**config.mk**
```make
export PLATFORM = sky130hd
export DESIGN_NAME = sorted_list_store
export DESIGN_NICKNAME = d
export VERILOG_FILES = /design/src/rtl/sls_pkg.sv /design/src/rtl/sls_ram.sv /design/src/rtl/sorted_list_store.sv
export SDC_FILE = /design/constraint.sdc
export NUM_CORES = 1
export LEC_CHECK = 0
export BUFFER_PORTS_ARGS = -buffer_cell sky130_fd_sc_hd__buf_4
export CORE_MARGIN = 2
export CORE_UTILIZATION = 45
export CTS_CLUSTER_SIZE = 10
export DETAILED_ROUTE_END_ITERATION = 12
export GPL_TIMING_DRIVEN = 0
export SETUP_SLACK_MARGIN = 0.05
export SLEW_MARGIN = 40
export SYNTH_ARGS = -nofsm -noshare
export SYNTH_HDL_FRONTEND = slang
export SYNTH_HIERARCHICAL = 1
export SYNTH_SLANG_ARGS = --single-unit
```
**constraint.sdc**
```tcl
create_clock -name clk -period 13.7 [get_ports clk]
set_input_delay 1.37 -clock clk [delete_from_list [all_inputs] [get_ports clk]]
set_output_delay 1.37 -clock clk [all_outputs]
set_load 0.05 [all_outputs]
```
**src/rtl/sls_pkg.sv**
```systemverilog
// Shared types and constants for the sorted list store.
// Used by sls_ram and sorted_list_store; depends on nothing else.
package sls_pkg;

  // Field widths fixed by the interface.
  localparam int VAL_W = 32;
  localparam int POS_W = 5;
  localparam int CNT_W = 5;
  localparam int CMD_W = 3;

  // Command codes carried on in_command.
  typedef enum logic [CMD_W-1:0] {
    CMD_INSERT = 3'd0,
    CMD_DUMP   = 3'd1,
    CMD_READ   = 3'd2,
    CMD_DELETE = 3'd3,
    CMD_CLEAR  = 3'd4
  } cmd_t;

  // Status codes carried on out_status.
  typedef enum logic [1:0] {
    ST_OK    = 2'd0,
    ST_FULL  = 2'd1,
    ST_NOPOS = 2'd2,
    ST_EMPTY = 2'd3
  } status_t;

endpackage

```
**src/rtl/sls_ram.sv**
```systemverilog
// Entry memory of the sorted list store: one write port, one read port.
// Read data is registered. Depends on sls_pkg.
module sls_ram
  import sls_pkg::*;
#(
  parameter int DEPTH = 16,
  parameter int AW    = 4
) (
  input  logic                    clk,
  input  logic                    wr_en,
  input  logic [AW-1:0]           wr_addr,
  input  logic signed [VAL_W-1:0] wr_data,
  input  logic                    rd_en,
  input  logic [AW-1:0]           rd_addr,
  output logic signed [VAL_W-1:0] rd_data
);

  logic signed [VAL_W-1:0] mem [DEPTH];
  logic signed [VAL_W-1:0] rd_data_r;

  // Write port.
  always_ff @(posedge clk) begin
    if (wr_en) begin
      mem[wr_addr] <= wr_data;
    end
  end

  // Registered read port.
  always_ff @(posedge clk) begin
    if (rd_en) begin
      rd_data_r <= mem[rd_addr];
    end
  end

  assign rd_data = rd_data_r;

endmodule

```
**src/rtl/sorted_list_store.sv**
```systemverilog
// Top level of the sorted list store: command sequencer around sls_ram.
// Depends on sls_pkg and sls_ram.
//
//  Channel  | Handshake            | Payload
//  ---------+----------------------+-------------------------------------------
//  input    | start, busy          | in_command, in_value, in_position
//  result   | out_valid (strobe)   | out_result_value, out_result_position,
//           |                      | out_status, out_entries_held, out_last
//
// A command is taken when start is high and busy is low. Clear, full inserts,
// bad positions and unused codes finish in the cycle they are taken, as does
// an insert into an empty store. A read goes through S_READ; other inserts
// walk down from the tail in S_INS_STEP, shifting each larger entry up, and
// write the value (in S_INS_HEAD if all are larger); a delete pulls each later
// entry down in S_DEL_STEP; a dump emits one transfer per cycle. Results are
// registered and show in the cycle after the one that produces them. The
// single memory read port is stepped one entry a cycle. Reset empties the store.
// The receiver cannot stall: each result is shown for exactly one cycle.
module sorted_list_store
  import sls_pkg::*;
#(
  parameter int DEPTH = 16
) (
  input  logic                    clk,
  input  logic                    rst_n,
  input  logic                    start,
  output logic                    busy,
  input  logic [CMD_W-1:0]        in_command,
  input  logic signed [VAL_W-1:0] in_value,
  input  logic [POS_W-1:0]        in_position,
  output logic                    out_valid,
  output logic signed [VAL_W-1:0] out_result_value,
  output logic [POS_W-1:0]        out_result_position,
  output logic [1:0]              out_status,
  output logic [CNT_W-1:0]        out_entries_held,
  output logic                    out_last
);

  localparam int AW = (DEPTH > 1) ? $clog2(DEPTH) : 1;
  localparam int CW = $clog2(DEPTH + 1);
  localparam int XW = (CW > POS_W) ? CW : POS_W;

  typedef enum logic [2:0] {
    S_IDLE,
    S_INS_STEP,
    S_INS_HEAD,
    S_DEL_STEP,
    S_DUMP,
    S_READ
  } state_t;

  state_t                  state_r, state_nxt;
  logic [CW-1:0]           count_r, count_nxt;
  logic [AW-1:0]           idx_r, idx_nxt;
  logic signed [VAL_W-1:0] val_r, val_nxt;
  logic [POS_W-1:0]        pos_r, pos_nxt;

  logic                    ov_r, ov_nxt;
  logic signed [VAL_W-1:0] oval_r, oval_nxt;
  logic [POS_W-1:0]        opos_r, opos_nxt;
  status_t                 ost_r, ost_nxt;
  logic                    olast_r, olast_nxt;

  logic                    wr_en, rd_en;
  logic [AW-1:0]           wr_addr, rd_addr;
  logic signed [VAL_W-1:0] wr_data, rd_data;

  logic [CW-1:0]           idx_inc;
  logic [XW-1:0]           pos_x, cnt_x;

  assign idx_inc = CW'(idx_r) + 1'b1;
  assign pos_x   = XW'(in_position);
  assign cnt_x   = XW'(count_r);

  // Entry memory. The shift loops always write two slots away from the slot
  // they read in the same cycle, so a read never meets a write to the same entry.
  sls_ram #(
    .DEPTH (DEPTH),
    .AW    (AW)
  ) u_ram (
    .clk     (clk),
    .wr_en   (wr_en),
    .wr_addr (wr_addr),
    .wr_data (wr_data),
    .rd_en   (rd_en),
    .rd_addr (rd_addr),
    .rd_data (rd_data)
  );

  // Next-state logic and memory control.
  always_comb begin
    state_nxt = state_r;
    count_nxt = count_r;
    idx_nxt   = idx_r;
    val_nxt   = val_r;
    pos_nxt   = pos_r;
    ov_nxt    = 1'b0;
    oval_nxt  = '0;
    opos_nxt  = '0;
    ost_nxt   = ST_OK;
    olast_nxt = 1'b1;
    wr_en     = 1'b0;
    wr_addr   = '0;
    wr_data   = '0;
    rd_en     = 1'b0;
    rd_addr   = '0;

    case (state_r)
      S_IDLE: begin
        if (start) begin
          val_nxt = in_value;
          pos_nxt = in_position;
          case (cmd_t'(in_command))
            CMD_INSERT: begin
              if (count_r >= CW'(DEPTH)) begin
                ov_nxt  = 1'b1;
                ost_nxt = ST_FULL;
              end else if (count_r == '0) begin
                wr_en     = 1'b1;
                wr_addr   = '0;
                wr_data   = in_value;
                count_nxt = count_r + 1'b1;
                ov_nxt    = 1'b1;
              end else begin
                // Walk down from the tail, shifting larger entries up.
                rd_en     = 1'b1;
                rd_addr   = AW'(count_r - 1'b1);
                idx_nxt   = AW'(count_r - 1'b1);
                state_nxt = S_INS_STEP;
              end
            end
            CMD_DUMP: begin
              if (count_r == '0) begin
                ov_nxt  = 1'b1;
                ost_nxt = ST_EMPTY;
              end else begin
                rd_en     = 1'b1;
                rd_addr   = '0;
                idx_nxt   = '0;
                state_nxt = S_DUMP;
              end
            end
            CMD_READ, CMD_DELETE: begin
              if (count_r == '0) begin
                ov_nxt  = 1'b1;
                ost_nxt = ST_EMPTY;
              end else if (in_position == '0 || pos_x > cnt_x) begin
                ov_nxt  = 1'b1;
                ost_nxt = ST_NOPOS;
              end else if (cmd_t'(in_command) == CMD_READ) begin
                rd_en     = 1'b1;
                rd_addr   = AW'(in_position - 1'b1);
                state_nxt = S_READ;
              end else if (pos_x == cnt_x) begin
                // Deleting the tail entry moves nothing.
                count_nxt = count_r - 1'b1;
                ov_nxt    = 1'b1;
              end else begin
                // Pull each later entry one slot down.
                rd_en     = 1'b1;
                rd_addr   = AW'(in_position);
                idx_nxt   = AW'(in_position);
                state_nxt = S_DEL_STEP;
              end
            end
            CMD_CLEAR: begin
              count_nxt = '0;
              ov_nxt    = 1'b1;
            end
            default: begin
              ov_nxt = 1'b1;
            end
          endcase
        end
      end

      S_INS_STEP: begin
        wr_en   = 1'b1;
        wr_addr = AW'(idx_inc);
        if (rd_data > val_r) begin
          wr_data = rd_data;
          if (idx_r == '0) begin
            state_nxt = S_INS_HEAD;
          end else begin
            rd_en   = 1'b1;
            rd_addr = idx_r - 1'b1;
            idx_nxt = idx_r - 1'b1;
          end
        end else begin
          wr_data   = val_r;
          count_nxt = count_r + 1'b1;
          ov_nxt    = 1'b1;
          state_nxt = S_IDLE;
        end
      end

      S_INS_HEAD: begin
        wr_en     = 1'b1;
        wr_addr   = '0;
        wr_data   = val_r;
        count_nxt = count_r + 1'b1;
        ov_nxt    = 1'b1;
        state_nxt = S_IDLE;
      end

      S_DEL_STEP: begin
        wr_en   = 1'b1;
        wr_addr = idx_r - 1'b1;
        wr_data = rd_data;
        if (idx_inc == count_r) begin
          count_nxt = count_r - 1'b1;
          ov_nxt    = 1'b1;
          state_nxt = S_IDLE;
        end else begin
          rd_en   = 1'b1;
          rd_addr = AW'(idx_inc);
          idx_nxt = AW'(idx_inc);
        end
      end

      S_DUMP: begin
        ov_nxt    = 1'b1;
        oval_nxt  = rd_data;
        opos_nxt  = POS_W'(idx_inc);
        olast_nxt = (idx_inc == count_r);
        if (idx_inc == count_r) begin
          state_nxt = S_IDLE;
        end else begin
          rd_en   = 1'b1;
          rd_addr = AW'(idx_inc);
          idx_nxt = AW'(idx_inc);
        end
      end

      S_READ: begin
        ov_nxt    = 1'b1;
        oval_nxt  = rd_data;
        opos_nxt  = pos_r;
        state_nxt = S_IDLE;
      end

      default: begin
        state_nxt = S_IDLE;
      end
    endcase
  end

  // State, entry count and registered result transfer.
  always_ff @(posedge clk) begin
    if (!rst_n) begin
      state_r <= S_IDLE;
      count_r <= '0;
      ov_r    <= 1'b0;
    end else begin
      state_r <= state_nxt;
      count_r <= count_nxt;
      ov_r    <= ov_nxt;
    end
    idx_r   <= idx_nxt;
    val_r   <= val_nxt;
    pos_r   <= pos_nxt;
    oval_r  <= oval_nxt;
    opos_r  <= opos_nxt;
    ost_r   <= ost_nxt;
    olast_r <= olast_nxt;
  end

  // The entry count shown with a result is the count after the command.
  assign busy                = (state_r != S_IDLE);
  assign out_valid           = ov_r;
  assign out_result_value    = oval_r;
  assign out_result_position = opos_r;
  assign out_status          = ost_r;
  assign out_entries_held    = CNT_W'(count_r);
  assign out_last            = olast_r;

endmodule
```
==> summary.txt <==
Synthesis
  – Cells after Synth: 1,435
  – Synthesis-stage register bit count: 634
  – Prevailing post-synth register cell: edfxtp_1
  – Post-synth EDFFs: 585
  – Fraction of registers with async set/reset: 0%
  – Cell taking the most area after synthesis: edfxtp_1
  – Syn Nets: 1,523
  – YS warnings: 6
  – Synth unique cells: 63
  – Synthesized cell area: 25,600 µm²
  – Cell with the most instances after synthesis: edfxtp_1
  – Top cells by area, synth: edfxtp_1 (69%), mux4_2 (11%), dfxtp_1 (3.8%)
  – Post-synth top cells: edfxtp_1 (585), mux4_2 (128), nand2_1 (69)
  – Share of Yosys cell area claimed by the top area cell type: 68.6%
  – Seq/Total Area, Yosys: 72.4%
  – Mapped Avg Cell Area: 17.8 µm²

Drt
  – Routed vias: 14,600
  – Initial DRC Count: 1,601
  – Vias/cell: 5.88
  – DRC: 0
  – WL/cell: 27.6 µm
  – Drt first pass iters: 5
  – Final WL: 68.5 mm
  – DRT antenna net count: 0

Setup path
  – WS Path Type: flip-flop to flip-flop
  – Critical path launch point type: flip-flop
  – Req. time, crit path: 14.16 ns
  – Setup crit end kind: flip-flop
  – Worst Setup SP: u_ram/rd_data[15]$_DFFE_PP_
  – FF-to-FF End: u_ram/rd_data[14]$_DFFE_PP_
  – Crit Path Max Fanout: 10
  – Worst path arrival time: 5.62 ns
  – Worst R2R Start: u_ram/rd_data[15]$_DFFE_PP_
  – R2r setup slk: 8.54 ns
  – Worst Reg-to-Reg Cells: 13

CTS
  – Count of cells resized by post-cts repair: 0
  – # hold bufs at CTS: 0
  – Setup bufs post-CTS: 0
  – CTS tree: built
  – Clock Latency Late Sink: 0.62 ns
  – Num CTS Buffers: 75
  – Reg clk slew, reported paths: 0.05 ns
  – Clock root buffer: clkbuf_16
  – # H-tree levels: 3
  – Clock buffer depth: 3
  – Clock Sinks: 634

Floorplan
  – Die ar.: 58,800 µm²
  – Die Wd: 243 µm
  – Ports: 90
  – Core ar.: 56,400 µm²
  – Chip Height: 243 µm
  – Initial core utilization: 45.4%
  – Core Rows: 87

Finish
  – Area Growth Syn to Fin: 19.2%
  – Fin nets: 1,752
  – Finished Core Util: 54.1%
  – Layout cells sized above 1: 25.1%
  – Design area: 30,500 µm²
  – Ant. Diodes: 0

Placed design
  – Area after DPL: 28,200 µm²
  – Routability cong.: 0.938
  – I/O Buffers: 88
  – Final HPWL DP: 46.8 mm

Global routing
  – First-pass GRT wire length: 99.3 mm
  – Vias in the first global route: 14,700
  – Total GRT Usage: 23.3%
  – Initial antenna violation count: 0
  – Grt ovf: 0
  – Largest net degree at the start of global routing: 22

STA
  – Period utilization: 37.7%
  – Final Hold Vio Count: 0
  – Final min period: 5.16 ns
  – RSZ-0062 raised after global routing: no
  – Final Setup Violations: 0
  – Final slew viol count: 0
  – Final setup TNS: 0 ns
  – Fmax: 194 MHz
  – Slew at the pin with the worst max-slew slack: 0.924 ns
  – Fin Clk Skew: 0.0291 ns
  – Relative slew slack: 38.4%

Hold path
  – Worst hold path class: flip-flop to flip-flop
  – Hold Crit Depth: 2
  – Worst hold start: pos_r[3]$_DFFE_PP_
  – WHS Endpoint: out_result_position[3]$_DFF_P_

Power
  – Pwr/cell area: 200 nW/µm²
  – VDD IR-drop max: 105 µV
  – Leak: 10.5 nW
  – Overall Power: 6.09 mW

Run status
  – Status: finished clean

Run
  – Max-Cap Viols: 0
[state kept, by name, summed over array words and instances, names as in the netlist]
register / cells
u_ram/mem: 512
out_result_value: 32
u_ram/rd_data: 32
val_r: 32
out_entries_held: 5
out_result_position: 5
pos_r: 5
idx_r: 4
state_r: 3
out_status: 2
out_last: 1
out_valid: 1
[per-stage QoR]
stage,cells,setup slack (ns),hold slack (ns)
2_1_floorplan,1435,7.53,0.452
3_3_place_gp,2279,2.74,0.483
3_5_place_dp,2343,8.53,0.489
4_1_cts,2483,8.59,0.506
5_1_grt,2483,8.40,0.536
6_report,2483,8.54,0.503
[final cells by class]
| type | count | area [µm²] |
|---|---|---|
| inverter | 52 | 195 |
| timing repair buffer | 152 | 1530 |
| sequential | 634 | 18500 |
| buffer | 77 | 355 |
| multi-input combinational | 672 | 6670 |
| clock buffer | 129 | 2090 |
| tap | 756 | 946 |
| fill | 4519 | 25900 |
| clock inverter | 11 | 190 |
[where the power goes]
group	internal, mW	switching [mW]
sequential	2.46	0.0761
combinational	0.592	1.10
clock	1.08	0.774
total	4.14	1.95
[cell usage in the layout (no fill, tap or decap), types with 4 or more instances in the layout]
cell type and instances:
a211oi_1 4, a21o_1 6, a21oi_1 41, a221o_1 34, a22oi_1 66, a311oi_1 4
and2_1 33, and3_1 31, buf_1 4, buf_16 12, buf_2 32, buf_4 115
buf_8 21, clkbuf_1 93, clkbuf_16 75, dfxtp_1 49, edfxtp_1 585, ha_1 45
inv_1 52, mux2i_1 4, mux4_2 128, nand2_1 69, nand2b_1 8, nand3_1 17
nand4_1 10, nor2_1 45, nor2_4 12, nor2b_1 5, nor3_1 7, nor3_2 4
o21ai_0 31, o22ai_1 4, xnor2_1 9, xor2_1 5
[worst max-delay path by stage]
stage | endpoint | slack, ns | depth (start not counted)
4_1_cts | u_ram/rd_data[14]$_DFFE_PP_ | 8.59 | 13
3_3_place_gp | u_ram/mem[0][14]$_DFFE_PP_ | 2.74 | 6
2_1_floorplan | u_ram/mem[0][0]$_DFFE_PP_ | 7.53 | 5
3_5_place_dp | u_ram/rd_data[23]$_DFFE_PP_ | 8.53 | 14
6_report | u_ram/rd_data[14]$_DFFE_PP_ | 8.54 | 13
5_1_grt | u_ram/rd_data[14]$_DFFE_PP_ | 8.40 | 13
[logic make-up after synthesis]
family                     Yosys count  synth area share, %
adders and majority gates           45                 2.20
DFF                                634                 72.4
muxes                              133                 11.5
buffers and inverters              129                 2.11
xor gates and xnor gates            15                0.542
AOI/OAI and AO/OA                  222                 6.29
and+or+nand+nor                    257                 5.00
[per-layer routing]
metal / global-route usage, % / share of wire [%]
met4: 7.11 / 2.3
met2: 38.1 / 49
met5: 0 / 0
met1: 32.4 / 42
met3: 3.78 / 7.0
[worst max-delay path: stages, from the launching register on]
cell      delay [ns]
edfxtp_1        0.46
ha_1            0.36
nand4_1         0.24
nor4_2          0.71
nand4_1         0.17
o21ai_0         0.33
a211oi_1        0.19
and2_4          0.23
a221o_1         0.34
a22o_1          0.31
nor2_1          0.53
clkbuf_1        0.71
a22oi_1         0.24
nand2_1         0.17
Note: power is estimated with default switching activity, not from simulation.
